`src/rtl/core/array_margin_sum_defines.svh`:
```
// array_margin_sum_defines.svh: assertion macros shared by the margin sum rtl
// depends on: nothing; users must have clk and rst_n in scope
`ifndef ARRAY_MARGIN_SUM_DEFINES_SVH
`define ARRAY_MARGIN_SUM_DEFINES_SVH

// plain invariant, checked at every edge out of reset
`define AMS_ASSERT(lbl, cond, msg) \
  lbl: assert property (@(posedge clk) disable iff (!rst_n) (cond)) else $error(msg);

// same-cycle implication
`define AMS_ASSERT_IMP(lbl, ante, cons, msg) \
  lbl: assert property (@(posedge clk) disable iff (!rst_n) (ante) |-> (cons)) else $error(msg);

// next-cycle implication
`define AMS_ASSERT_NXT(lbl, ante, cons, msg) \
  lbl: assert property (@(posedge clk) disable iff (!rst_n) (ante) |=> (cons)) else $error(msg);

`endif

```
`src/rtl/core/ams_pkg.sv`:
```
// ams_pkg: constants, register codes and shared types of the margin sum block
// depends on: nothing
`timescale 1ns / 1ps

package ams_pkg;

  localparam int MAX_DIMS     = 4;
  localparam int MAX_EXTENT   = 256;
  localparam int RESULT_DEPTH = 1024;
  localparam int MAX_KEPT     = MAX_DIMS - 1;

  localparam int DIM_W   = 3;
  localparam int KEPT_W  = 2;
  localparam int ORDER_W = 8;
  localparam int SLOT_W  = 2;
  localparam int COORD_W = $clog2(MAX_EXTENT);
  localparam int EXT_W   = COORD_W + 1;
  localparam int IDX_W   = $clog2(RESULT_DEPTH);
  localparam int LEN_W   = IDX_W + 1;
  localparam int VALUE_W = 32;
  localparam int SUM_W   = 64;

  localparam int CFG_IDX_W  = 3;
  localparam int CFG_DATA_W = 9;

  localparam int QUEUE_DEPTH = 2;
  localparam int QPTR_W      = $clog2(QUEUE_DEPTH);
  localparam int QCNT_W      = $clog2(QUEUE_DEPTH + 1);

  localparam logic [SUM_W-1:0] SUM_MAX = {1'b0, {(SUM_W-1){1'b1}}};
  localparam logic [SUM_W-1:0] SUM_MIN = {1'b1, {(SUM_W-1){1'b0}}};

  localparam logic KIND_ELEM  = 1'b0;
  localparam logic KIND_DRAIN = 1'b1;

  typedef enum logic [CFG_IDX_W-1:0] {
    REG_DIM_COUNT,
    REG_EXTENT_0,
    REG_EXTENT_1,
    REG_EXTENT_2,
    REG_EXTENT_3,
    REG_KEPT_COUNT,
    REG_KEPT_ORDER
  } cfg_reg_t;

  typedef struct packed {
    logic                              busy;
    logic                              err;
    logic [IDX_W-1:0]                  clr_addr;
    logic [LEN_W-1:0]                  len;
    logic [DIM_W-1:0]                  dim_count;
    logic [MAX_DIMS-1:0][EXT_W-1:0]    extent;
    logic [MAX_DIMS-1:0][IDX_W-1:0]    stride;
  } cfg_info_t;

  typedef struct packed {
    logic                      drain;
    logic                      err;
    logic                      last;
    logic [IDX_W-1:0]          addr;
    logic [VALUE_W-1:0]        value;
  } q_item_t;

  typedef struct packed {
    logic              sat;
    logic [SUM_W-1:0]  sum;
  } acc_word_t;

endpackage

```
`src/rtl/core/ams_fifo.sv`:
```
// ams_fifo: short queue of classified words between front and back
// depends on: ams_pkg, array_margin_sum_defines.svh
`timescale 1ns / 1ps
`include "array_margin_sum_defines.svh"

module ams_fifo import ams_pkg::*; (
  input  logic     clk,
  input  logic     rst_n,
  input  logic     push,
  input  q_item_t  push_item,
  input  logic     pop,
  output logic     full,
  output logic     empty,
  output q_item_t  head
);

  q_item_t             slot_r [QUEUE_DEPTH];
  logic [QPTR_W-1:0]   wr_ptr_r;
  logic [QPTR_W-1:0]   rd_ptr_r;
  logic [QCNT_W-1:0]   count_r;

  assign full  = (count_r == QCNT_W'(QUEUE_DEPTH));
  assign empty = (count_r == '0);
  assign head  = slot_r[rd_ptr_r];

  always_ff @(posedge clk) begin
    if (!rst_n) begin
      wr_ptr_r <= '0;
      rd_ptr_r <= '0;
      count_r  <= '0;
    end else begin
      if (push) begin
        wr_ptr_r <= (wr_ptr_r == QPTR_W'(QUEUE_DEPTH - 1)) ? '0 : wr_ptr_r + QPTR_W'(1);
      end
      if (pop) begin
        rd_ptr_r <= (rd_ptr_r == QPTR_W'(QUEUE_DEPTH - 1)) ? '0 : rd_ptr_r + QPTR_W'(1);
      end
      count_r <= count_r + QCNT_W'(push) - QCNT_W'(pop);
    end
  end

  always_ff @(posedge clk) begin
    if (push) begin
      slot_r[wr_ptr_r] <= push_item;
    end
  end

  `AMS_ASSERT(a_count_bound, count_r <= QCNT_W'(QUEUE_DEPTH), "queue count past depth")
  `AMS_ASSERT_IMP(a_no_push_full, push, !full, "word pushed into a full queue")
  `AMS_ASSERT_IMP(a_no_pop_empty, pop, !empty, "word popped from an empty queue")

endmodule

```
`config.mk`:
```
export PLATFORM = sky130hd
export DESIGN_NAME = ams_fifo
export DESIGN_NICKNAME = d
export VERILOG_FILES = /design/src/rtl/core/ams_pkg.sv /design/src/rtl/core/ams_fifo.sv
export VERILOG_INCLUDE_DIRS = /design/src /design/src/rtl/core
export SDC_FILE = /design/constraint.sdc
export NUM_CORES = 1
export LEC_CHECK = 0
export BUFFER_PORTS_ARGS = -buffer_cell sky130_fd_sc_hd__buf_2
export CAP_MARGIN = 20
export CORE_MARGIN = 2
export CORE_UTILIZATION = 25
export DETAILED_ROUTE_END_ITERATION = 6
export GPL_ROUTABILITY_DRIVEN = 0
export PLACE_DENSITY_LB_ADDON = 0.05
export SLEW_MARGIN = 10
export SYNTH_ARGS = -nofsm -noshare
export SYNTH_HDL_FRONTEND = slang
export SYNTH_SLANG_ARGS = --single-unit
```
`constraint.sdc`:
```
create_clock -name clk -period 3.6 [get_ports clk]
set_clock_uncertainty 0.2 [all_clocks]
set_input_delay 0.72 -clock clk [delete_from_list [all_inputs] [get_ports clk]]
set_output_delay 0.72 -clock clk [all_outputs]
set_load 0.005 [all_outputs]
```
==> flow_metrics.tcl <==
set metrics [dict create \
    synth_compound_area_frac 0.002042 \
    rr_endpoint "slot_r[1][7]" \
    layout_setup_ws_ps 892.0 \
    hp-class "in2reg" \
    wl_mm 6.896 \
    pre_cts_ws_ps 1191 \
    die_h_um 125.3 \
    portBuffers 95 \
    synth_top_family_by_area "multiplexers" \
    timing.rr.start "wr_ptr_r" \
    powerDensity_nw_per_um2 525.2 \
    synth_seq_area_share 0.7624 \
    syn_area_um2 3676 \
    clockBufferDepth 2 \
    startpoint_type "flop" \
    dieArea_um2 15690 \
    antenna_found_initial 0 \
    clk_pin_slew_ps 60 \
    ys_seq_elements 95 \
    worst_ep_required_time_ps 2680 \
    power_mw 2.424 \
    drv_slew 0 \
    rsz0062_at_grt "false" \
    hold_end "slot_r[1][3]" \
    dpl.hpwl_mm 4.464 \
    cts_sinks 95 \
    synth_fa_ha_area_frac 0.006807 \
    hold_path_depth 1 \
    outcome "completed" \
    syn_avg_cell_area_um2 22.83 \
    cts_setup_buffers 0 \
    first_pass_iters 4 \
    worst_skew_pair.late_latency_ps 340 \
    synth_xor_area_frac 0.008509 \
    core_region_area_um2 14420 \
    synth_cells 161 \
    drtIter0Drc 76 \
    synth_nets 212 \
    period_share 0.7522 \
    antenna_left 0 \
    grt_pass1_vias 1887 \
    max_freq_mhz 369.3 \
    r2r_cells 2 \
    grt_use_total 0.09279 \
    r2r_setup_slack_ps 1880 \
    vias 1761 \
    worstMarginPinSlew_ps 598.4 \
    min_from "push_item[3]" \
    die_x_um 125.3 \
    tns_ps 0 \
    via_per_inst 3.870 \
    synth-simple-area-share 0.01464 \
    grt_pass1_wl_mm 10.58 \
    initial_core_util 0.2549 \
    antenna_cells 0 \
    end_kind "output pin" \
    ys_warn_count 0 \
    critPathMaxFanout 30 \
    numCtsBuffers 9 \
    wl_per_cell_um 15.16 \
    syn_to_final_growth_pct 25.56 \
    cp_data_arrival_time_ps 1790 \
    ir_drop_mv 0.1681 \
    root_buffer "clkbuf_16" \
    path_class "reg2out" \
    h-tree-depth 3 \
    grt_max_degree 31 \
    drc 0 \
    ys_types 14 \
    power_leakage_nw 1.803 \
    fin_nets 317 \
    drive_above_1_share 0.5867 \
    cts_tree "done" \
    design_area_um2 4616 \
    grt-ovfl-total 0 \
    maxCapViolations 0 \
    hold_violations 0 \
    io_pins 96 \
    dpl_cell_area_um2 4358 \
    fin_util 0.3200 \
    synth_mux_area_frac 0.1787 \
    row_count 44 \
    post-route-min-period_ps 2708 \
    maxSlewHeadroom 0.6011 \
    ctsHoldBuffers 0 \
    cts_resized 0 \
    setup_viol 0 \
]
-- cell usage after synthesis --
| master | number | share of area |
|---|---|---|
| mux2_2 | 5 | 0.015 |
| xor2_1 | 1 | 0.0024 |
| nor2_1 | 1 | 0.0010 |
| and2_1 | 4 | 0.0068 |
| mux2_4 | 40 | 0.16 |
| inv_1 | 2 | 0.0020 |
| o21a_1 | 1 | 0.0020 |
| xnor3_1 | 1 | 0.0061 |
| ha_1 | 2 | 0.0068 |
| buf_6 | 1 | 0.0031 |
| nor2b_1 | 4 | 0.0068 |
| edfxtp_1 | 90 | 0.74 |
| buf_12 | 4 | 0.022 |
| dfxtp_1 | 5 | 0.027 |
-- metrics by stage --
stage	hold slack, ps	instances
2_1_floorplan	354.6	161
3_3_place_gp	370.4	439
3_5_place_dp	372.1	439
4_1_cts	342.0	455
5_1_grt	344.5	455
6_report	363.4	455
-- final cells by class --
cell class	instances	area, um2
clock buffer	11	232.7
multi-input combinational	59	783.3
fill	1448	9808
timing repair buffer	99	530.5
clock inverter	5	25.02
sequential	95	2806
inverter	2	7.507
tap	184	230.2
-- sequential cells by signal (all words and copies together) (netlist names), named ones only --
name      count
rd_ptr_r      1
count_r       2
slot_r       90
wr_ptr_r      1
-- power by group --
part	total [mW]	switching, mW	leakage, nW	internal [mW]
sequential	1.31	0.0348	0.887	1.28
combinational	0.265	0.103	0.791	0.162
clock	0.848	0.387	0.124	0.461
-- placed cells by master (no fill, tap or decap) --
cell and count:
edfxtp_1 90, dfxtp_4 1, nor2_1 1, nor2b_4 1, mux2_2 5, clkinv_1 2, clkbuf_16 9, buf_4 2
dfxtp_1 4, xnor3_1 1, mux2_4 40, clkbuf_1 2, buf_2 95, and2_1 3, nor2b_1 3, inv_1 2
xor2_1 1, o21a_1 1, clkinvlp_4 1, ha_1 2, and2_2 1, clkinv_2 2, buf_12 2
-- worst max path at each step --
stage | end | slack, ps | cells past startpoint
global placement | head[39] | 1200 | 3
floorplan | slot_r[0][0] | 190 | 1
global route | head[23] | 780 | 3
detailed placement | head[39] | 1190 | 3
finish | head[39] | 890 | 3
CTS | head[39] | 810 | 3
-- metal layers --
metal,routed length [um],track usage,vias up
li1,-,-,833
met2,3402,0.1512,55
met1,2836,0.1007,861
met3,456,0.03723,12
met4,201,0.05882,0
met5,0,0,-
-- worst max-delay path, stage by stage, from the launching register on --
cell and delay (ps):
dfxtp_4 740, buf_12 260, mux2_4 310, buf_2 130
-- cell families (layout without fill, tap and decap cells) --
| group | count (synthesis) | after routing |
|---|---|---|
| xor gates and xnor gates | 2 | 2 |
| muxes | 45 | 45 |
| and+or+nand+nor | 9 | 9 |
| buffers and inverters | 7 | 117 |
| adders and majority gates | 2 | 2 |
| AOI/OAI and AO/OA | 1 | 1 |
| DFF | 95 | 95 |
Power figures use the tool's default switching activity.
