$ cat config.mk
export PLATFORM = sky130hd
export DESIGN_NAME = ams_front_flat
export DESIGN_NICKNAME = d
export VERILOG_FILES = /design/src/rtl/core/array_margin_sum_defines.svh /design/src/rtl/core/ams_pkg.sv /design/src/rtl/core/ams_ifs.sv /design/src/rtl/core/ams_front.sv /design/src/flat_wrapper.sv
export SDC_FILE = /design/constraint.sdc
export NUM_CORES = 1
export LEC_CHECK = 0
export BUFFER_PORTS_ARGS = -buffer_cell sky130_fd_sc_hd__buf_2
export CAP_MARGIN = 20
export CORE_ASPECT_RATIO = 0.9
export CORE_MARGIN = 8
export CORE_UTILIZATION = 55
export CTS_CLUSTER_DIAMETER = 200
export CTS_CLUSTER_SIZE = 25
export DETAILED_ROUTE_END_ITERATION = 12
export PLACE_DENSITY = 0.82
export SYNTH_ARGS = -nofsm -noshare
export SYNTH_HDL_FRONTEND = slang
export SYNTH_SLANG_ARGS = --single-unit
export TNS_END_PERCENT = 5
$ cat constraint.sdc
create_clock -name clk -period 4.8 [get_ports clk]
set_input_delay 0.24 -clock clk [delete_from_list [all_inputs] [get_ports clk]]
set_output_delay 0.24 -clock clk [all_outputs]
set_load 0.03 [all_outputs]
$ cat src/rtl/core/array_margin_sum_defines.svh
// array_margin_sum_defines.svh: assertion macros shared by the margin sum rtl
// depends on: nothing; users must have clk and rst_n in scope
`ifndef ARRAY_MARGIN_SUM_DEFINES_SVH
`define ARRAY_MARGIN_SUM_DEFINES_SVH

// plain invariant, checked at every edge out of reset
`define AMS_ASSERT(lbl, cond, msg) \
  lbl: assert property (@(posedge clk) disable iff (!rst_n) (cond)) else $error(msg);

// same-cycle implication
`define AMS_ASSERT_IMP(lbl, ante, cons, msg) \
  lbl: assert property (@(posedge clk) disable iff (!rst_n) (ante) |-> (cons)) else $error(msg);

// next-cycle implication
`define AMS_ASSERT_NXT(lbl, ante, cons, msg) \
  lbl: assert property (@(posedge clk) disable iff (!rst_n) (ante) |=> (cons)) else $error(msg);

`endif

$ cat src/rtl/core/ams_pkg.sv
// ams_pkg: constants, register codes and shared types of the margin sum block
// depends on: nothing
`timescale 1ns / 1ps

package ams_pkg;

  localparam int MAX_DIMS     = 4;
  localparam int MAX_EXTENT   = 256;
  localparam int RESULT_DEPTH = 1024;
  localparam int MAX_KEPT     = MAX_DIMS - 1;

  localparam int DIM_W   = 3;
  localparam int KEPT_W  = 2;
  localparam int ORDER_W = 8;
  localparam int SLOT_W  = 2;
  localparam int COORD_W = $clog2(MAX_EXTENT);
  localparam int EXT_W   = COORD_W + 1;
  localparam int IDX_W   = $clog2(RESULT_DEPTH);
  localparam int LEN_W   = IDX_W + 1;
  localparam int VALUE_W = 32;
  localparam int SUM_W   = 64;

  localparam int CFG_IDX_W  = 3;
  localparam int CFG_DATA_W = 9;

  localparam int QUEUE_DEPTH = 2;
  localparam int QPTR_W      = $clog2(QUEUE_DEPTH);
  localparam int QCNT_W      = $clog2(QUEUE_DEPTH + 1);

  localparam logic [SUM_W-1:0] SUM_MAX = {1'b0, {(SUM_W-1){1'b1}}};
  localparam logic [SUM_W-1:0] SUM_MIN = {1'b1, {(SUM_W-1){1'b0}}};

  localparam logic KIND_ELEM  = 1'b0;
  localparam logic KIND_DRAIN = 1'b1;

  typedef enum logic [CFG_IDX_W-1:0] {
    REG_DIM_COUNT,
    REG_EXTENT_0,
    REG_EXTENT_1,
    REG_EXTENT_2,
    REG_EXTENT_3,
    REG_KEPT_COUNT,
    REG_KEPT_ORDER
  } cfg_reg_t;

  typedef struct packed {
    logic                              busy;
    logic                              err;
    logic [IDX_W-1:0]                  clr_addr;
    logic [LEN_W-1:0]                  len;
    logic [DIM_W-1:0]                  dim_count;
    logic [MAX_DIMS-1:0][EXT_W-1:0]    extent;
    logic [MAX_DIMS-1:0][IDX_W-1:0]    stride;
  } cfg_info_t;

  typedef struct packed {
    logic                      drain;
    logic                      err;
    logic                      last;
    logic [IDX_W-1:0]          addr;
    logic [VALUE_W-1:0]        value;
  } q_item_t;

  typedef struct packed {
    logic              sat;
    logic [SUM_W-1:0]  sum;
  } acc_word_t;

endpackage

$ cat src/rtl/core/ams_ifs.sv
// ams_ifs: valid/ready channel interfaces for input words and result words
// depends on: ams_pkg
`timescale 1ns / 1ps

interface ams_in_if import ams_pkg::*; ();
  logic                       valid;
  logic                       ready;
  logic                       kind;
  logic signed [VALUE_W-1:0]  value;

  modport source (output valid, output kind, output value, input ready);
  modport sink   (input valid, input kind, input value, output ready);
endinterface


$ cat src/rtl/core/ams_front.sv
// ams_front: accepts input words, tracks the element coordinate and drain pointer,
// and queues each word with its accumulator address; depends on: ams_pkg, ams_ifs
`timescale 1ns / 1ps

module ams_front import ams_pkg::*; (
  input  logic        clk,
  input  logic        rst_n,
  ams_in_if.sink      in_ch,
  input  cfg_info_t   cfg,
  input  logic        q_full,
  output logic        push,
  output q_item_t     push_item
);

  logic [COORD_W-1:0]  coord_r   [MAX_DIMS];
  logic [IDX_W-1:0]    contrib_r [MAX_DIMS];
  logic [IDX_W-1:0]    dptr_r;

  logic [COORD_W-1:0]  coord_nxt   [MAX_DIMS];
  logic [IDX_W-1:0]    contrib_nxt [MAX_DIMS];
  logic [IDX_W-1:0]    dptr_nxt;

  logic                accept;
  logic                is_drain;
  logic                dptr_last;
  logic [IDX_W-1:0]    elem_idx;

  assign in_ch.ready = !cfg.busy && !q_full;
  assign accept      = in_ch.valid && in_ch.ready;
  assign is_drain    = (in_ch.kind == KIND_DRAIN);
  assign dptr_last   = (LEN_W'(dptr_r) + LEN_W'(1) == cfg.len);
  assign dptr_nxt    = dptr_last ? '0 : dptr_r + IDX_W'(1);

  // address is the sum of per-margin offsets; non-kept margins have stride zero
  always_comb begin
    elem_idx = '0;
    for (int j = 0; j < MAX_DIMS; j++) begin
      elem_idx = elem_idx + contrib_r[j];
    end
  end

  // column-major step with carry into the slower margins
  always_comb begin
    logic carry;
    carry = 1'b1;
    for (int j = 0; j < MAX_DIMS; j++) begin
      coord_nxt[j]   = coord_r[j];
      contrib_nxt[j] = contrib_r[j];
      if (carry && DIM_W'(j) < cfg.dim_count) begin
        if (EXT_W'(coord_r[j]) + EXT_W'(1) == cfg.extent[j]) begin
          coord_nxt[j]   = '0;
          contrib_nxt[j] = '0;
        end else begin
          coord_nxt[j]   = coord_r[j] + COORD_W'(1);
          contrib_nxt[j] = contrib_r[j] + cfg.stride[j];
          carry          = 1'b0;
        end
      end else begin
        carry = 1'b0;
      end
    end
  end

  assign push = accept && (is_drain || !cfg.err);

  always_comb begin
    push_item.drain = is_drain;
    push_item.err   = cfg.err;
    push_item.last  = dptr_last;
    push_item.addr  = is_drain ? dptr_r : elem_idx;
    push_item.value = in_ch.value;
  end

  always_ff @(posedge clk) begin
    if (!rst_n || cfg.busy) begin
      for (int j = 0; j < MAX_DIMS; j++) begin
        coord_r[j]   <= '0;
        contrib_r[j] <= '0;
      end
      dptr_r <= '0;
    end else if (accept && !cfg.err) begin
      if (is_drain) begin
        dptr_r <= dptr_nxt;
      end else begin
        for (int j = 0; j < MAX_DIMS; j++) begin
          coord_r[j]   <= coord_nxt[j];
          contrib_r[j] <= contrib_nxt[j];
        end
      end
    end
  end

endmodule

$ cat src/flat_wrapper.sv
// flat-port wrapper written by rule: the top's interface ports become plain ports
module ams_front_flat import ams_pkg::*;
  (clk, rst_n, cfg, q_full, push, push_item, in_ch_valid, in_ch_kind, in_ch_value, in_ch_ready);
  ams_in_if in_ch_i ();
  input  logic clk;
  input  logic rst_n;
  input  cfg_info_t cfg;
  input  logic q_full;
  output logic push;
  output q_item_t push_item;
  input wire logic [$bits(in_ch_i.valid)-1:0] in_ch_valid;
  input wire logic [$bits(in_ch_i.kind)-1:0] in_ch_kind;
  input wire logic [$bits(in_ch_i.value)-1:0] in_ch_value;
  output wire logic [$bits(in_ch_i.ready)-1:0] in_ch_ready;
  assign in_ch_i.valid = in_ch_valid;
  assign in_ch_i.kind = in_ch_kind;
  assign in_ch_i.value = in_ch_value;
  assign in_ch_ready = in_ch_i.ready;
  ams_front u_core (.clk(clk), .rst_n(rst_n), .in_ch(in_ch_i), .cfg(cfg), .q_full(q_full), .push(push), .push_item(push_item));
endmodule
==> flow_summary_export.csv, run 1 <==
group,metric,value,unit
outcome,status,"complete, no violations",
logic_synthesis,syn_avg_cell_area,9.19,um^2
clocking,h-tree-depth,3,
setup_path,crit_arrival,4.21,ns
route,drt_iter0_markers,378,
sta,final-hold-violation-count,0,
sta,final.min_clock_period,4.45,ns
global_routing,antenna_found_initial,0,
layout,diodes,0,
die,die_area,17100,um^2
clocking,cts_sinks,82,
route,antenna_left,0,
route,drc,0,
global_routing,track_usage,18.8,%
sta,slew_violations,0,
setup_path,critPathLaunchType,"flop",
setup_path,setup.worst_path.end,"push_item[41]",
sta,tightest_slew,0.783,ns
logic_synthesis,synth_cell_types,68,
setup_path,cp-end-kind,"output pin",
hold_path,min_path_type,"input pin to flop",
route,wire_per_inst,15.6,um
setup_path,reg2reg_slack,1.56,ns
die,num_io_pins,186,
sta,fin_setup_tns,0,ns
place,gp_congestion,0.867,
place,port_buffers,111,
route,vias_per_cell,5.54,
setup_path,path_class,"flop to output pin",
clocking,path_clk_slew,0.06,ns
die,die_y,125,um
setup_path,path_max_fanout,2,
logic_synthesis,netlist_area,7220,um^2
logic_synthesis,synth-main-ff-cell,"edfxtp_1",
clocking,post_cts_buffers,0,
power_and_ir_drop,power.density,250,nW/um^2
sta,fin_crit_sh,92.7,%
power_and_ir_drop,sw_frac_of_total,30.3,%
logic_synthesis,synth-edff-count,72,
logic_synthesis,syn_nets,997,
setup_path,rr_startpoint,"u_core.coord_r[0][16]",
route,drt_wl_total,16.0,mm
logic_synthesis,syn_inst,786,
global_routing,grt_pass1_vias,5540,
power_and_ir_drop,p_leak,3.41,nW
sta,worst_slack,0.353,ns
sta,max_freq,225,MHz
clocking,cts_buffers,9,
clocking,clock_latency,0.35,ns
place,dp.cells,1007,
layout,final_area,7870,um^2
flow_run,drv_cap,0,
clocking,cts_root_buf,"clkbuf_16",
global_routing,grt_start_max_net_pins,20,
clocking,cts_max_path_buffers,2,
clocking,cts_tree,"yes",
power_and_ir_drop,switching_power,0.596,mW
layout,areaGrowthSynthToFinish,9.03,%
route,vias,5670,
sta,fin_skew,0.00380,ns
logic_synthesis,yosysWarnings,0,
sta,finalSetupViolCount,0,
die,die_w,137,um
die,core.rowCount,39,
sta,hold_ws,0.328,ns
setup_path,r2r_cells,8,
setup_path,r2r_end,"u_core.contrib_r[0][29]",
logic_synthesis,synth-seq-area-share,32.7,%
die,core-area,12700,um^2
route,firstDrtPassIters,5,
die,start_util,56.7,%
place,post-dp-hpwl,12.5,mm
power_and_ir_drop,combPwrFrac,25.7,%
layout,fin_cells,1023,
global_routing,grt-ovfl-total,0,
place,pre_cts_slack,0.753,ns
place,dpl_cell_area,7610,um^2
power_and_ir_drop,p_int,1.37,mW
layout,nets,1065,
global_routing,grt_pass1_wl,26.1,mm
sta,rsz0062_at_grt,"false",
sta,maxSlewHeadroom,47.7,%
setup_path,startpoint,"u_core.contrib_r[0][11]",
power_and_ir_drop,power.share.sequential,42.2,%
logic_synthesis,ys_seq_elements,82,
setup_path,cp.required,4.56,ns
logic_synthesis,async_reset_ff_share,0,%
power_and_ir_drop,clkPwrFrac,32.1,%
clocking,ctsResizeCount,0,
power_and_ir_drop,ir_worst_vdd,198,uV
layout,drive_above_1_share,17.1,%
clocking,cts_hold_buf,0,
-- synthesized netlist by cell type (all sizes together) (3+ instances only) --
cell	count	share of area [%]
nor2	91	4.7
inv	76	4.0
edfxtp	72	30
xnor2	56	6.8
ha	50	8.7
buf	48	5.0
xor2	44	5.3
nand2	40	2.1
nand3	33	2.4
o21ai	30	2.1
a21oi	29	2.0
nor3	27	1.9
fa	22	6.1
nor2b	15	1.3
and3	13	1.2
or3	11	1.0
dfxtp	10	2.8
nor4	10	0.87
a21o	9	0.94
clkbuf	9	0.49
nand2b	8	0.69
or2	8	0.69
a31oi	6	0.61
mux2	5	0.78
o21a	5	0.52
or4	5	0.52
a22o	4	0.49
and4	4	0.49
o211ai	4	0.42
o31ai	4	0.49
nand4	3	0.26
o21bai	3	0.31
o22ai	3	0.26
-- final cells by class --
| cell class | instances | area [um^2] |
|---|---|---|
| multi-input combinational | 571 | 4180 |
| sequential | 82 | 2360 |
| tap | 164 | 205 |
| clock buffer | 11 | 233 |
| fill | 1097 | 4860 |
| clock inverter | 5 | 31.3 |
| inverter | 76 | 285 |
| timing repair buffer | 114 | 578 |
-- cells in the final DEF (no fill, tap or decap), drive strengths merged, types with 27 or more instances in the layout --
master  count
a21oi      29
nor2       91
edfxtp     72
nand3      33
nor3       27
buf       114
inv        76
o21ai      30
nand2      40
ha         50
xnor2      56
xor2       44
-- layer usage --
| layer | wire [um] | GRT usage [%] | up-vias |
|---|---|---|---|
| met5 | 0 | 0 | - |
| met4 | 291 | 5.81 | 0 |
| met3 | 1330 | 4.76 | 24 |
| met2 | 7300 | 29.3 | 222 |
| met1 | 7050 | 24.9 | 2604 |
| li1 | - | - | 2820 |
-- power by group through the flow --
stage                     clock, mW  sequential, mW  combinational, mW
after floorplan                   0           0.837              0.412
after global placement            0           0.844              0.489
final                         0.632           0.831              0.505
after CTS                     0.639           0.830              0.505
after detailed placement          0           0.845              0.499
after global routing          0.666           0.835              0.565
-- through the flow --
stage | total power, mW | utilization, %
3_5_place_dp | 1.34 | 59.7
3_3_place_gp | 1.33 | 59.7
6_report | 1.97 | 61.8
4_1_cts | 1.97 | 61.8
5_1_grt | 2.07 | 61.8
2_1_floorplan | 1.25 | -
-- registers in the layout (all words and copies together), names as in the netlist --
| name | flops |
|---|---|
| u_core.contrib_r | 40 |
| u_core.dptr_r | 10 |
| u_core.coord_r | 32 |
-- worst min-delay path by stage --
| stage | slack (ns) | startpoint | cells after the start | to |
|---|---|---|---|---|
| 6_report | 0.33 | cfg[30] | 4 | u_core.contrib_r[0][30] |
| 4_1_cts | 0.32 | cfg[30] | 4 | u_core.contrib_r[0][30] |
| 3_3_place_gp | 0.48 | in_ch_value[19] | 0 | push_item[19] |
| 3_5_place_dp | 0.48 | in_ch_value[19] | 0 | push_item[19] |
| 5_1_grt | 0.34 | cfg[30] | 4 | u_core.contrib_r[0][30] |
| 2_1_floorplan | 0.47 | u_core.dptr_r[1] | 2 | u_core.dptr_r[1] |
-- cell families (layout without fill, tap and decap cells) --
group / count (synthesis) / after routing / share of synthesized area [%]
multiplexers: 6 / 6 / 0.918
buffers and inverters: 133 / 206 / 9.43
flip-flops: 82 / 82 / 32.7
XOR/XNOR: 102 / 102 / 12.8
AO/OA/AOI/OAI: 115 / 115 / 10.4
AND/OR/NAND/NOR: 275 / 275 / 18.9
adder cells (fa/ha/maj): 73 / 73 / 14.9
-- critical path, cell delays in order (launching register included) --
cell and delay (ns):
edfxtp_1 0.39, inv_1 0.15, fa_1 0.47, fa_1 0.54, inv_1 0.04, ha_1 0.21
fa_1 0.40, a21o_1 0.19, a21oi_1 0.20, nor2b_1 0.08, o21a_1 0.19, o41a_1 0.32
xnor2_1 0.27, mux2_2 0.21, buf_2 0.19
(Power assumes the default switching activity.)
==> run 2: changes to the inputs <==
Clock period 4.8 ns to 4.2 ns, I/O delays scaled along.
==> flow_summary_export.csv, run 2 (synthesis gave the netlist of run 1 again) <==
group,metric,value,unit
sta,maxSlewHeadroom,50.5,%
place,post-dp-hpwl,12.8,mm
layout,n_fill_cell,1042,
global_routing,grt_start_max_net_pins,20,
setup_path,cp_top_family,"adder cells",
sta,final.min_clock_period,4.08,ns
global_routing,grt_pass1_vias,5677,
global_routing,grt-ovfl-total,0,
layout,areaGrowthSynthToFinish,11.0,%
layout,nets,1075,
global_routing,track_usage,19.6,%
sta,final-hold-violation-count,0,
clocking,path_clk_slew,0.06,ns
die,core.rowCount,39,
clocking,cts_tree,"yes",
layout,final_area,8010,um^2
layout,layout.area.seq,2360,um^2
setup_path,crit_arrival,3.87,ns
die,core-area,12700,um^2
sta,worst_slack,0.120,ns
route,vias_per_cell,5.60,
place,port_buffers,111,
setup_path,crit_path_frequent_cell,"fa_1",
setup_path,cp-end-kind,"output pin",
sta,fin_skew,0.00528,ns
clocking,h-tree-depth,3,
place,dpl_cell_area,7610,um^2
clocking,cts_root_buf,"clkbuf_16",
power_and_ir_drop,power.density,298,nW/um^2
clocking,cts_sinks,82,
route,wire_per_inst,15.9,um
sta,fin_setup_tns,0,ns
setup_path,crit_chain,"inv_2 > fa_1 > fa_1 > inv_1 > ha_2 > fa_2 > a21o_1 > a21oi_2 > nor2b_1 > o21a_1 > o41a_1 > xnor2_1 > mux2_4 > buf_6",
route,firstDrtPassIters,5,
route,drt_iter0_markers,461,
die,num_io_pins,186,
layout,largestRegisters,"u_core.contrib_r: 40 flops, u_core.coord_r: 32 flops, u_core.dptr_r: 10 flops",
place,gp_congestion,0.899,
layout,layout_common_cells,"buf_2, nor2_1, inv_1",
layout,largest_register_ffs,40,
die,die_area,17100,um^2
layout,final_common_cell,"buf_2",
clocking,cts_max_path_buffers,2,
flow_run,drv_cap,0,
power_and_ir_drop,fin_total_pwr,2.38,mW
layout,multi_input_area,4190,um^2
route,drt_wl_total,16.5,mm
setup_path,timing.critical_path.slowest_cell_delay,0.52,ns
setup_path,critPathLaunchType,"flop",
route,antenna_left,0,
global_routing,antenna_found_initial,0,
setup_path,slowest_stage,"fa_1",
clocking,cts_buffers,9,
power_and_ir_drop,p_leak,3.49,nW
global_routing,grt_pass1_wl,27.1,mm
place,pre_cts_slack,0.184,ns
setup_path,cp.required,3.99,ns
route,drc,0,
outcome,status,"complete, no violations",
sta,tightest_slew,0.741,ns
layout,drive_above_1_share,18.8,%
die,die_w,137,um
setup_path,path_max_fanout,2,
power_and_ir_drop,ir_worst_vdd,178,uV
clocking,clock_latency,0.34,ns
layout,diodes,0,
sta,finalSetupViolCount,0,
setup_path,path_class,"flop to output pin",
sta,fin_crit_sh,97.1,%
die,die_y,125,um
die,start_util,56.7,%
setup_path,crit_buf_inv,3,
sta,max_freq,245,MHz
layout,top_register,"u_core.contrib_r",
sta,slew_violations,0,
route,vias,5781,
hold_path,min_path_type,"input pin to flop",
run 2: changes by cell type in the layout (fill, tap and decap cells not counted), sizes merged:
cell,before,now
clkinv,2,4
bufinv,0,2
clkinvlp,3,1
buf,114,124
clkbuf,11,9
run 2: layout make-up:
type,count,share of cell area (%)
multi-input cells,571,52.3
inverters,76,3.56
flip-flops and latches,82,29.5
clock inverters,7,1.05
clock buffers,9,2.81
repair buffers,124,8.23
well taps,164,2.56
run 2: per-layer routing:
| layer | vias up | GRT usage, % | wire length [um] |
|---|---|---|---|
| met2 | 225 | 31.2 | 7620 |
| li1 | 2841 | - | - |
| met3 | 17 | 5.44 | 1460 |
| met5 | - | 0 | 0 |
| met1 | 2698 | 25.7 | 7220 |
| met4 | 0 | 4.58 | 181 |
run 2: timing repair:
item                       4_1_cts  5_1_grt
hold buffers                     0        0
buffers inserted                 2        8
pin swaps                        1        6
gates resized for setup          6        3
setup endpoints to repair        1        1
run 2: final timing paths:
path                           start                 endpoint  slack, ns  cells past startpoint
max          u_core.contrib_r[0][21]            push_item[41]       0.12                     14
min                          cfg[30]  u_core.contrib_r[0][30]       0.30                      4
max reg2reg    u_core.coord_r[0][16]  u_core.contrib_r[0][29]       0.94                      8
min reg2reg         u_core.dptr_r[1]         u_core.dptr_r[1]       0.52                      2
run 2: metrics by stage:
step | utilization [%] | hold slack [ns] | cells
floorplan | - | 0.454 | 786
global placement | 59.7 | 0.420 | 1007
detailed placement | 59.7 | 0.420 | 1007
CTS | 62.3 | 0.291 | 1025
global route | 62.9 | 0.323 | 1033
finish | 62.9 | 0.298 | 1033
run 2: report_power, final:
part / total, mW / internal (mW) / switching (mW)
sequential: 0.950 / 0.918 / 0.0320
clock: 0.830 / 0.513 / 0.316
combinational: 0.604 / 0.269 / 0.335
total: 2.38 / 1.70 / 0.684
run 2: tightest hold or removal path: stages:
cell	delay [ns]
buf_2	0.08
ha_1	0.12
inv_1	0.03
nor2_1	0.08
