==> config.mk <==
export PLATFORM = sky130hd
export DESIGN_NAME = ams_cfg
export DESIGN_NICKNAME = d
export VERILOG_FILES = /design/src/rtl/core/array_margin_sum_defines.svh /design/src/rtl/core/ams_pkg.sv /design/src/rtl/core/ams_cfg.sv
export SDC_FILE = /design/constraint.sdc
export NUM_CORES = 1
export LEC_CHECK = 0
export BUFFER_PORTS_ARGS = -buffer_cell sky130_fd_sc_hd__buf_2
export CAP_MARGIN = 20
export CORE_MARGIN = 2
export CORE_UTILIZATION = 23
export CTS_CLUSTER_DIAMETER = 80
export DETAILED_ROUTE_END_ITERATION = 10
export MAX_ROUTING_LAYER = met4
export PLACE_DENSITY_LB_ADDON = 0.12
export SYNTH_ARGS = -nofsm -noshare
export SYNTH_HDL_FRONTEND = slang
export SYNTH_SLANG_ARGS = --single-unit
==> constraint.sdc <==
create_clock -name clk -period 6 [get_ports clk]
set_clock_uncertainty 0.2 [all_clocks]
set_input_delay 1.2 -clock clk [delete_from_list [all_inputs] [get_ports clk]]
set_output_delay 1.2 -clock clk [all_outputs]
set_load 0.005 [all_outputs]
==> src/rtl/core/array_margin_sum_defines.svh <==
// array_margin_sum_defines.svh: assertion macros shared by the margin sum rtl
// depends on: nothing; users must have clk and rst_n in scope
`ifndef ARRAY_MARGIN_SUM_DEFINES_SVH
`define ARRAY_MARGIN_SUM_DEFINES_SVH

// plain invariant, checked at every edge out of reset
`define AMS_ASSERT(lbl, cond, msg) \
  lbl: assert property (@(posedge clk) disable iff (!rst_n) (cond)) else $error(msg);

// same-cycle implication
`define AMS_ASSERT_IMP(lbl, ante, cons, msg) \
  lbl: assert property (@(posedge clk) disable iff (!rst_n) (ante) |-> (cons)) else $error(msg);

// next-cycle implication
`define AMS_ASSERT_NXT(lbl, ante, cons, msg) \
  lbl: assert property (@(posedge clk) disable iff (!rst_n) (ante) |=> (cons)) else $error(msg);

`endif

==> src/rtl/core/ams_pkg.sv <==
// ams_pkg: constants, register codes and shared types of the margin sum block
// depends on: nothing
`timescale 1ns / 1ps

package ams_pkg;

  localparam int MAX_DIMS     = 4;
  localparam int MAX_EXTENT   = 256;
  localparam int RESULT_DEPTH = 1024;
  localparam int MAX_KEPT     = MAX_DIMS - 1;

  localparam int DIM_W   = 3;
  localparam int KEPT_W  = 2;
  localparam int ORDER_W = 8;
  localparam int SLOT_W  = 2;
  localparam int COORD_W = $clog2(MAX_EXTENT);
  localparam int EXT_W   = COORD_W + 1;
  localparam int IDX_W   = $clog2(RESULT_DEPTH);
  localparam int LEN_W   = IDX_W + 1;
  localparam int VALUE_W = 32;
  localparam int SUM_W   = 64;

  localparam int CFG_IDX_W  = 3;
  localparam int CFG_DATA_W = 9;

  localparam int QUEUE_DEPTH = 2;
  localparam int QPTR_W      = $clog2(QUEUE_DEPTH);
  localparam int QCNT_W      = $clog2(QUEUE_DEPTH + 1);

  localparam logic [SUM_W-1:0] SUM_MAX = {1'b0, {(SUM_W-1){1'b1}}};
  localparam logic [SUM_W-1:0] SUM_MIN = {1'b1, {(SUM_W-1){1'b0}}};

  localparam logic KIND_ELEM  = 1'b0;
  localparam logic KIND_DRAIN = 1'b1;

  typedef enum logic [CFG_IDX_W-1:0] {
    REG_DIM_COUNT,
    REG_EXTENT_0,
    REG_EXTENT_1,
    REG_EXTENT_2,
    REG_EXTENT_3,
    REG_KEPT_COUNT,
    REG_KEPT_ORDER
  } cfg_reg_t;

  typedef struct packed {
    logic                              busy;
    logic                              err;
    logic [IDX_W-1:0]                  clr_addr;
    logic [LEN_W-1:0]                  len;
    logic [DIM_W-1:0]                  dim_count;
    logic [MAX_DIMS-1:0][EXT_W-1:0]    extent;
    logic [MAX_DIMS-1:0][IDX_W-1:0]    stride;
  } cfg_info_t;

  typedef struct packed {
    logic                      drain;
    logic                      err;
    logic                      last;
    logic [IDX_W-1:0]          addr;
    logic [VALUE_W-1:0]        value;
  } q_item_t;

  typedef struct packed {
    logic              sat;
    logic [SUM_W-1:0]  sum;
  } acc_word_t;

endpackage

==> src/rtl/core/ams_cfg.sv <==
// ams_cfg: configuration registers, validity check, stride setup and clearing pass
// depends on: ams_pkg
`timescale 1ns / 1ps

module ams_cfg import ams_pkg::*; (
  input  logic                   clk,
  input  logic                   rst_n,
  input  logic                   cfg_we,
  input  logic [CFG_IDX_W-1:0]   cfg_idx,
  input  logic [CFG_DATA_W-1:0]  cfg_data,
  output cfg_info_t              info
);

  logic [DIM_W-1:0]    dim_count_r;
  logic [EXT_W-1:0]    extent_r [MAX_DIMS];
  logic [KEPT_W-1:0]   kept_count_r;
  logic [ORDER_W-1:0]  kept_order_r;

  logic                busy_r;
  logic [IDX_W-1:0]    clr_addr_r;
  logic [LEN_W-1:0]    len_r;
  logic                ovf_r;
  logic [IDX_W-1:0]    stride_r [MAX_DIMS];

  logic                      cfg_hit;
  logic [SLOT_W-1:0]         slot_m [MAX_KEPT];
  logic [SLOT_W-1:0]         step_j;
  logic [SLOT_W-1:0]         step_m;
  logic                      setup_step;
  logic [LEN_W+EXT_W-1:0]    prod;
  logic                      static_err;

  assign cfg_hit = cfg_we && (cfg_idx <= REG_KEPT_ORDER);

  always_comb begin
    for (int j = 0; j < MAX_KEPT; j++) begin
      slot_m[j] = kept_order_r[j*SLOT_W +: SLOT_W];
    end
  end

  // one kept margin per cycle at the start of the clearing pass
  assign step_j     = clr_addr_r[SLOT_W-1:0];
  assign step_m     = kept_order_r[{step_j, 1'b0} +: SLOT_W];
  assign setup_step = (clr_addr_r < IDX_W'(MAX_KEPT)) && (step_j < kept_count_r);
  assign prod       = (LEN_W+EXT_W)'(len_r) * (LEN_W+EXT_W)'(extent_r[step_m]);

  always_comb begin
    static_err = 1'b0;
    if (dim_count_r < DIM_W'(2) || dim_count_r > DIM_W'(MAX_DIMS)) begin
      static_err = 1'b1;
    end
    for (int j = 0; j < MAX_DIMS; j++) begin
      if (DIM_W'(j) < dim_count_r &&
          (extent_r[j] == '0 || extent_r[j] > EXT_W'(MAX_EXTENT))) begin
        static_err = 1'b1;
      end
    end
    if (kept_count_r == '0 || DIM_W'(kept_count_r) >= dim_count_r) begin
      static_err = 1'b1;
    end
    for (int j = 0; j < MAX_KEPT; j++) begin
      if (KEPT_W'(j) < kept_count_r) begin
        if (DIM_W'(slot_m[j]) >= dim_count_r) begin
          static_err = 1'b1;
        end
        for (int k = 0; k < j; k++) begin
          if (slot_m[k] == slot_m[j]) begin
            static_err = 1'b1;
          end
        end
      end
    end
  end

  always_ff @(posedge clk) begin
    if (!rst_n) begin
      dim_count_r  <= DIM_W'(2);
      kept_count_r <= KEPT_W'(1);
      kept_order_r <= '0;
      for (int j = 0; j < MAX_DIMS; j++) begin
        extent_r[j] <= EXT_W'(1);
        stride_r[j] <= '0;
      end
      busy_r     <= 1'b1;
      clr_addr_r <= '0;
      len_r      <= LEN_W'(1);
      ovf_r      <= 1'b0;
    end else if (cfg_hit) begin
      case (cfg_idx)
        REG_DIM_COUNT:  dim_count_r  <= cfg_data[DIM_W-1:0];
        REG_EXTENT_0:   extent_r[0]  <= cfg_data[EXT_W-1:0];
        REG_EXTENT_1:   extent_r[1]  <= cfg_data[EXT_W-1:0];
        REG_EXTENT_2:   extent_r[2]  <= cfg_data[EXT_W-1:0];
        REG_EXTENT_3:   extent_r[3]  <= cfg_data[EXT_W-1:0];
        REG_KEPT_COUNT: kept_count_r <= cfg_data[KEPT_W-1:0];
        REG_KEPT_ORDER: kept_order_r <= cfg_data[ORDER_W-1:0];
        default:        ;
      endcase
      for (int j = 0; j < MAX_DIMS; j++) begin
        stride_r[j] <= '0;
      end
      busy_r     <= 1'b1;
      clr_addr_r <= '0;
      len_r      <= LEN_W'(1);
      ovf_r      <= 1'b0;
    end else if (busy_r) begin
      if (setup_step) begin
        stride_r[step_m] <= len_r[IDX_W-1:0];
        len_r            <= prod[LEN_W-1:0];
        if (prod > (LEN_W+EXT_W)'(RESULT_DEPTH)) begin
          ovf_r <= 1'b1;
        end
      end
      clr_addr_r <= clr_addr_r + IDX_W'(1);
      if (clr_addr_r == IDX_W'(RESULT_DEPTH - 1)) begin
        busy_r <= 1'b0;
      end
    end
  end

  always_comb begin
    info.busy      = busy_r;
    info.err       = static_err | ovf_r;
    info.clr_addr  = clr_addr_r;
    info.len       = len_r;
    info.dim_count = dim_count_r;
    for (int j = 0; j < MAX_DIMS; j++) begin
      info.extent[j] = extent_r[j];
      info.stride[j] = stride_r[j];
    end
  end

endmodule

==> impl_metrics.ini, run 1 <==
[synth]
synth_area_um2 = 8280
synth_area_per_cell_um2 = 10.1
ys_warn_count = 0
synthCells = 819
synth_nets = 948
synthArstFlopShare_pct = 0
ys_seq_elements = 112
synth-seq-area-share_pct = 36.3
ys_types = 51
yosys_most_used_dff = edfxtp_1
synth-edff-count = 76

[finish]
multiInputGateArea_um2 = 4830
most-common-layout-cells = and2_1 (119), buf_2 (116), inv_1 (110)
fillers = 3757
layout.nets = 1123
drive_above_1_share_pct = 24.8
final_common_cell = and2_1
syn_to_final_growth_pct = 25.3
design_area_um2 = 10400
ff_latch_area_um2 = 3010

[setup_path]
reg2reg_depth = 20
r2r-end = ovf_r$_SDFFE_PP0P_
cp_slowest_stage_delay_ns = 0.55
cp_max_fo = 9
required_ns = 6.06
path_cells = mux4_2 -> buf_12 -> mux4_2 -> and2_4 -> fa_1 -> inv_1 -> fa_1 -> inv_1 -> fa_1 -> inv_2 -> fa_1 -> inv_2 -> ha_4 -> a21o_1 -> a221oi_2 -> o211ai_1 -> a221o_1 -> a211oi_2 -> nor4b_4 -> a31oi_1
slowest_stage = mux4_2
r2r-start = clr_addr_r[0]$_SDFFE_PP0P_
start_kind = register
path_class = register to register
critPathCaptureType = register
critPathMostFrequentCell = fa_1
cp.arrival_ns = 6.07
ff2ff_setup_slack_ns = -0.01

[clock_network]
clk_pin_slew_ns = 0.08
cts_buffers = 9
htree_levels = 3
root_buffer = clkbuf_16
postCtsHoldBufs = 0
clk_latency_ns = 0.37
cts_buffer_depth = 2
cts.sink_count = 112
cts_tree = done

[global_route]
grt_use_met3_pct = 2.21
antenna_found_initial = 1
grt_pass1_wl_mm = 39.0
overflow = 0
grt_use_met2_pct = 21.5
busiest_layer = met2
use_met1_pct = 19.2
grt.total_usage_pct = 13.8
grt_pass1_vias = 6529
grt_max_degree = 21

[die]
start_util_pct = 23.3
pin_count = 117
die_h_um = 194
core_area_um2 = 35500
die_area_um2 = 37500
dieWidth_um = 194
rows = 69

[run_status]
failed_checks = setup timing
status = finished, violations left

[route]
ant_nets = 0
wl_mm = 25.2
drtIter0Drc = 372
vias = 6303
drc_errors = 0
post_drt_via_cell_ratio = 4.31
wl_per_cell_um = 17.3
firstDrtPassIters = 4

[place]
place_ws_ns = -0.205
place_area_um2 = 9910
hpwlAfterDp_mm = 19.8
io_buffer_count = 116
gp_congestion = 0.784

[pwr]
ir_drop_v = 0.000141
p_per_area_nw_per_um2 = 311
leakage_uw = 0.00470

[sta]
max_slew.worst_pin.slew_ns = 0.878
rsz0062_at_grt = yes
period_minus_slack_ns = 6.01
fmax_mhz = 166
hold_viol_final = 0
finalSetupViolCount = 1
setup_ws_ns = -0.00986
slew_headroom_pct = 41.4
finalCritPeriodShare_pct = 100
drv_slew = 0

[min_path]
worstHoldPathType = register to register
hp-start = kept_order_r[7]$_SDFFE_PN0P_
hold_end = kept_order_r[7]$_SDFFE_PN0P_
min_path_cells = 2

[run]
drv_cap = 0
[layer usage]
metal / vias up / wire [um]
met5: - / 0
met4: 0 / 212
met3: 14 / 1020
met2: 131 / 11500
met1: 3116 / 12500
li1: 3042 / -
[registers in the layout (all words and copies together), names as in the netlist]
signal	flops
stride_r	40
extent_r	36
len_r	11
clr_addr_r	10
kept_order_r	8
dim_count_r	3
kept_count_r	2
busy_r	1
ovf_r	1
[synth_stat cells (all sizes together) (18+ instances only)]
master,number,share of area [%]
and2,124,9.4
inv,112,5.1
nand2,89,4.0
edfxtp,76,28
fa,64,15
ha,50,7.6
dfxtp,36,8.7
nor2,32,1.5
clkbuf,29,1.3
a21oi,27,1.6
mux2i,19,2.3
o21ai,19,1.1
xnor2,18,1.9
[worst max path at each step]
stage	endpoint	depth (start not counted)	slack, ns	start
finish	ovf_r$_SDFFE_PP0P_	20	-0.01	clr_addr_r[0]$_SDFFE_PP0P_
global placement	ovf_r$_SDFFE_PP0P_	20	-0.14	clr_addr_r[0]$_SDFFE_PP0P_
detailed placement	ovf_r$_SDFFE_PP0P_	20	-0.21	clr_addr_r[0]$_SDFFE_PP0P_
CTS	ovf_r$_SDFFE_PP0P_	18	0.004	clr_addr_r[0]$_SDFFE_PP0P_
floorplan	ovf_r$_SDFFE_PP0P_	22	0.01	clr_addr_r[0]$_SDFFE_PP0P_
global route	ovf_r$_SDFFE_PP0P_	20	-0.27	clr_addr_r[0]$_SDFFE_PP0P_
[power breakdown]
part / leakage [uW] / internal, uW / switching [uW] / total (uW)
combinational: 0.00347 / 773 / 868 / 1640
sequential: 0.00108 / 879 / 83.3 / 963
clock: 0.000146 / 302 / 323 / 625
[cells by family after synthesis]
group	count (synthesis)	synth area share, %
compound gates	75	5.64
mux	30	5.33
xor+xnor	28	2.96
simple gates	309	19.6
fa+ha+maj	114	23.0
flops	112	36.3
buf+inv	151	7.18
[what timing repair did]
item	4_1_cts	5_1_grt
gates resized for setup	10	8
hold endpoints to repair	0	0
setup endpoints to repair	1	1
pin swaps	6	3
cloned	0	1
setup buffers	9	0
[per-stage QoR]
step	total power (uW)	hold slack [ns]	utilization, %	std cells	setup TNS (ns)
3_3_place_gp	2560	0.258	27.9	1434	-0.135
4_1_cts	3220	0.278	29.1	1459	0
2_1_floorplan	1890	0.233	-	819	0
3_5_place_dp	2540	0.261	27.9	1434	-0.205
5_1_grt	3500	0.307	29.2	1461	-0.275
6_report	3230	0.281	29.2	1461	-0.00986
[final cells by class]
cell class	count	area share, %
flip-flops and latches	112	29.0
well taps	461	5.56
multi-input cells	557	46.6
clock buffers	10	2.30
inverters	113	4.09
repair buffers	201	12.0
diodes	1	0.0241
clock inverters	6	0.470
[worst max-delay path: cells and delay by family, from the launching register on]
family          cells  cell delay (ns)
compound gates      6             1.29
fa+ha+maj           5             2.18
buf+inv             5             0.37
flops               1             0.37
mux                 2             1.07
simple gates        2             0.41
No activity file was read; power rests on OpenSTA's default activity.
==> run 2: changes to the inputs <==
--- a/config.mk
+++ b/config.mk
@@ -5,6 +5,7 @@
 export SDC_FILE = /design/constraint.sdc
 export NUM_CORES = 1
 export LEC_CHECK = 0
+export ABC_AREA = 1
 export BUFFER_PORTS_ARGS = -buffer_cell sky130_fd_sc_hd__buf_2
 export CAP_MARGIN = 20
 export CORE_MARGIN = 2
==> impl_metrics.ini, run 2 <==
[run_status]
status = completed

[setup_path]
cp_max_fo = 9
critPathMostFrequentCell = nand2_1
reg2reg_depth = 30
ff2ff_setup_slack_ns = 0.39
cp.arrival_ns = 5.68
path_class = register to register
critPathCaptureType = register
required_ns = 6.07
slowest_stage = fa_1
start_kind = register
r2r-start = clr_addr_r[0]$_SDFFE_PP0P_
r2r-end = ovf_r$_SDFFE_PP0P_
cp_slowest_stage_delay_ns = 0.60

[sta]
max_slew.worst_pin.slew_ns = 0.919
finalCritPeriodShare_pct = 93.5
finalSetupViolCount = 0
rsz0062_at_grt = no
hold_viol_final = 0
fmax_mhz = 178
whs_ns = 0.260
slew_headroom_pct = 38.7
tns_ns = 0
period_minus_slack_ns = 5.61
drv_slew = 0

[finish]
regMostFlops = stride_r
layout.nets = 1269
final_common_cell = inv_1
syn_to_final_growth_pct = 18.8
num_antenna_cells = 0
drive_above_1_share_pct = 16.8
ff_latch_area_um2 = 3010
largest_register_ffs = 40
fillers = 4006
multiInputGateArea_um2 = 4550
reg_top3 = stride_r x40, extent_r x36, len_r x11
most-common-layout-cells = inv_1 (199), nand2_1 (194), nor2_1 (160)

[die]
die_area_um2 = 38000
core_area_um2 = 35700
pin_count = 117
rows = 69
die_h_um = 195
start_util_pct = 23.5
dieWidth_um = 195

[route]
vias = 6968
wl_met3_mm = 1.01
top_layer = met4
firstDrtPassIters = 5
drtIter0Drc = 335
met1_length_mm = 13.4
ant_nets = 0
wl_mm = 27.8
drc_errors = 0
wl_per_cell_um = 17.3
wl_met2_mm = 13.1
post_drt_via_cell_ratio = 4.34

[clock_network]
cts.sink_count = 112
clk_latency_ns = 0.39
cts_tree = done
cts_buffer_depth = 2
cts_buffers = 9
clk_pin_slew_ns = 0.08
htree_levels = 3
root_buffer = clkbuf_16

[min_path]
min_path_cells = 2
hp-start = kept_order_r[6]$_SDFFE_PN0P_
hold_end = kept_order_r[6]$_SDFFE_PN0P_
worstHoldPathType = register to register

[pwr]
p_per_area_nw_per_um2 = 412
leakage_uw = 0.00482
ir_drop_v = 0.000169

[place]
hpwlAfterDp_mm = 22.1
gp_congestion = 0.807
io_buffer_count = 116

[synth]
synth_nets = 1138
ys_warn_count = 0
synth_area_um2 = 8390
synth-edff-count = 76
ys_seq_elements = 112
synth_most_common_cell = inv_1
ys_types = 45
synth_common_cells = inv_1 (199), nand2_1 (195), nor2_1 (161)
synth_top_area_share_pct = 27.2
synthArstFlopShare_pct = 0
synth_area_per_cell_um2 = 8.31
synthTopCellsByArea = edfxtp_1 (27%), fa_1 (15%), inv_1 (8.9%)
synth-seq-area-share_pct = 35.8
synth_area_leader_cell = edfxtp_1
synthCells = 1009
yosys_most_used_dff = edfxtp_1

[global_route]
antenna_found_initial = 0
grt.total_usage_pct = 15.6
grt_max_degree = 23
overflow = 0
grt_pass1_vias = 7219
grt_pass1_wl_mm = 43.6

[run]
drv_cap = 0
## run 2: through the flow
stage / utilization [%] / area (um2) / instances / worst slack [ns] / power [uW]
CTS: 27.6 / 9870 / 1601 / 0.138 / 4160
global placement: 26.8 / 9580 / 1585 / 0.226 / 3530
global route: 27.9 / 9960 / 1606 / 0.0110 / 4600
floorplan: - / 8390 / 1009 / 0.814 / 2750
finish: 27.9 / 9960 / 1606 / 0.389 / 4100
detailed placement: 26.8 / 9580 / 1585 / 0.192 / 3500
## run 2: cell type report
type | instances | share of cell area (%)
Multi-Input combinational cell | 665 | 45.6
Tap cell | 461 | 5.79
Inverter | 219 | 8.35
Clock inverter | 4 | 0.528
Clock buffer | 12 | 2.37
Timing Repair Buffer | 133 | 7.11
Sequential cell | 112 | 30.2
## run 2: cell families (layout without fill, tap and decap cells)
family                   after synthesis  count (layout)  share of synthesized area (%)
AND/OR/NAND/NOR                      434             435                           21.8
buffers and inverters                233             368                           10.7
adder cells (fa/ha/maj)              114             114                           22.7
flip-flops                           112             112                           35.8
AO/OA/AOI/OAI                        107             107                           8.09
XOR/XNOR                               9               9                          0.940
## run 2: worst max-delay path by stage
stage	start	to	slack [ns]	cells past startpoint
after floorplan	clr_addr_r[0]$_SDFFE_PP0P_	ovf_r$_SDFFE_PP0P_	0.81	31
after global placement	clr_addr_r[0]$_SDFFE_PP0P_	ovf_r$_SDFFE_PP0P_	0.23	29
after detailed placement	clr_addr_r[0]$_SDFFE_PP0P_	ovf_r$_SDFFE_PP0P_	0.19	30
after CTS	clr_addr_r[0]$_SDFFE_PP0P_	ovf_r$_SDFFE_PP0P_	0.14	30
after global routing	clr_addr_r[0]$_SDFFE_PP0P_	ovf_r$_SDFFE_PP0P_	0.01	31
final	clr_addr_r[0]$_SDFFE_PP0P_	ovf_r$_SDFFE_PP0P_	0.39	30
## run 2: critical path, delay by kind of cell, from the launching register on
family	cells	cell delay, ns
simple gates	16	1.57
flops	1	0.40
compound gates	2	0.34
fa+ha+maj	5	2.44
buf+inv	7	0.56
## run 2: what timing repair did
action | 4_1_cts | 5_1_grt
setup buffers | 0 | 4
endpoints found under the setup margin | 0 | 1
gates resized for setup | 0 | 13
hold buffers | 0 | 0
## run 2: power by group
| group | switching [uW] | internal [uW] |
|---|---|---|
| sequential | 73.8 | 889 |
| combinational | 1610 | 887 |
| clock | 312 | 328 |
## run 2: routing by layer
metal  track usage (%)  vias up
met5                 -        -
met4              2.57        0
met3              2.52       14
met2              25.2      158
met1              20.8     3371
li1                  -     3425
==> run 3: changes to the inputs <==
--- a/config.mk
+++ b/config.mk
@@ -14,6 +14,7 @@
 export DETAILED_ROUTE_END_ITERATION = 10
 export MAX_ROUTING_LAYER = met4
 export PLACE_DENSITY_LB_ADDON = 0.12
+export REMOVE_ABC_BUFFERS = 1
 export SYNTH_ARGS = -nofsm -noshare
 export SYNTH_HDL_FRONTEND = slang
 export SYNTH_SLANG_ARGS = --single-unit
==> impl_metrics.ini, run 3 (synthesis results as in run 2) <==
[sta]
finalCritPeriodShare_pct = 93.6
finalSetupViolCount = 0
drv_slew = 0
hold_viol_final = 0
period_minus_slack_ns = 5.61
slew_headroom_pct = 35.1
fmax_mhz = 178
tns_ns = 0
whs_ns = 0.266
max_slew.worst_pin.slew_ns = 0.973

[setup_path]
critPathMostFrequentCell = nand2_1
cp.arrival_ns = 5.70
r2r-start = clr_addr_r[0]$_SDFFE_PP0P_
required_ns = 6.08
reg2reg_depth = 31
path_class = register to register
cp_slowest_stage_delay_ns = 0.58
crit_family = adder cells
cp_max_fo = 9
r2r-end = ovf_r$_SDFFE_PP0P_
slowest_stage = fa_1
critPathCaptureType = register
start_kind = register
path_buf_inv = 7
ff2ff_setup_slack_ns = 0.39

[min_path]
hp-start = kept_order_r[7]$_SDFFE_PN0P_
min_path_cells = 2
worstHoldPathType = register to register
hold_end = kept_order_r[7]$_SDFFE_PN0P_

[finish]
layout.nets = 1266
design_area_um2 = 9960
reg_top3 = stride_r x40, extent_r x36, len_r x11
largest_register_ffs = 40
final_common_cell = inv_1
final_util_pct = 27.9
drive_above_1_share_pct = 17.3
most-common-layout-cells = inv_1 (198), nand2_1 (194), nor2_1 (159)
syn_to_final_growth_pct = 18.8
regMostFlops = stride_r
num_antenna_cells = 0

[route]
firstDrtPassIters = 5
wl_per_cell_um = 17.0
ant_nets = 0
post_drt_via_cell_ratio = 4.38
vias = 7017
drc_errors = 0
wl_mm = 27.2
drtIter0Drc = 350

[clock_network]
clk_pin_slew_ns = 0.09
cts_tree = done
root_buffer = clkbuf_16
cts_buffer_depth = 2
cts_buffers = 9
htree_levels = 3
cts.sink_count = 112
postCtsHoldBufs = 0
clk_latency_ns = 0.38

[die]
rows = 69
start_util_pct = 23.5
die_area_um2 = 38000
dieWidth_um = 195
pin_count = 117
core_area_um2 = 35700
die_h_um = 195

[global_route]
grt_pass1_wl_mm = 43.4
grt_max_degree = 23
grt_pass1_vias = 7300
antenna_found_initial = 0
grt.total_usage_pct = 15.4
overflow = 0

[run]
drv_cap = 0

[run_status]
status = completed

[pwr]
p_per_area_nw_per_um2 = 418
leakage_uw = 0.00482
ir_drop_v = 0.000163

[place]
gp_congestion = 0.803
place_area_um2 = 9570
hpwlAfterDp_mm = 21.9
io_buffer_count = 116
run 3: cell types whose count changed in the layout (fill, tap and decap cells not counted), moves of 2 or more:
cell / change
buf_4: -3
clkbuf_1: -3
clkinv_2: +2
inv_2: +2
inv_4: -2
run 3: cell type report:
class,count,area (um2)
clock buffer,10,250
clock inverter,6,46.3
fill,3983,25800
inverter,219,830
multi-input combinational,664,4560
sequential,112,3010
tap,461,577
timing repair buffer,131,691
run 3: power by group:
| part | internal [uW] | switching (uW) |
|---|---|---|
| Clock | 313 | 319 |
| Combinational | 908 | 1660 |
| Sequential | 889 | 74.3 |
run 3: timing repair:
action,4_1_cts,5_1_grt
hold endpoints to repair,0,0
setup buffers,0,3
setup endpoints to repair,0,2
gates resized for setup,0,19
run 3: how the worst max path moves through the flow:
stage	slack, ns	endpoint	depth (start not counted)	startpoint
detailed placement	0.11	ovf_r$_SDFFE_PP0P_	31	clr_addr_r[0]$_SDFFE_PP0P_
finish	0.39	ovf_r$_SDFFE_PP0P_	31	clr_addr_r[0]$_SDFFE_PP0P_
CTS	0.1	ovf_r$_SDFFE_PP0P_	31	clr_addr_r[0]$_SDFFE_PP0P_
global route	-0.01	ovf_r$_SDFFE_PP0P_	31	clr_addr_r[0]$_SDFFE_PP0P_
floorplan	0.81	ovf_r$_SDFFE_PP0P_	31	clr_addr_r[0]$_SDFFE_PP0P_
global placement	0.18	ovf_r$_SDFFE_PP0P_	31	clr_addr_r[0]$_SDFFE_PP0P_
run 3: stage by stage:
stage | cells | total power (uW) | setup slack (ns)
2_1_floorplan | 995 | 2740 | 0.814
3_3_place_gp | 1584 | 3590 | 0.183
3_5_place_dp | 1584 | 3550 | 0.111
4_1_cts | 1600 | 4200 | 0.0953
5_1_grt | 1603 | 4660 | -0.0103
6_report | 1603 | 4160 | 0.386
run 3: worst reg2reg max path: cells and delay by family, from the launching register on:
kind / cells / cell delay (ns)
compound gates: 3 / 0.51
fa+ha+maj: 5 / 2.42
buf+inv: 7 / 0.56
flops: 1 / 0.38
simple gates: 16 / 1.44
run 3: metal layers:
metal,vias up,share of wire [%],wire [um],global-route usage [%]
met5,-,0,0,-
met4,0,1.4,384,3.00
met3,18,4.2,1140,2.17
met2,171,47,12700,24.6
met1,3417,48,13000,20.8
li1,3411,-,-,-
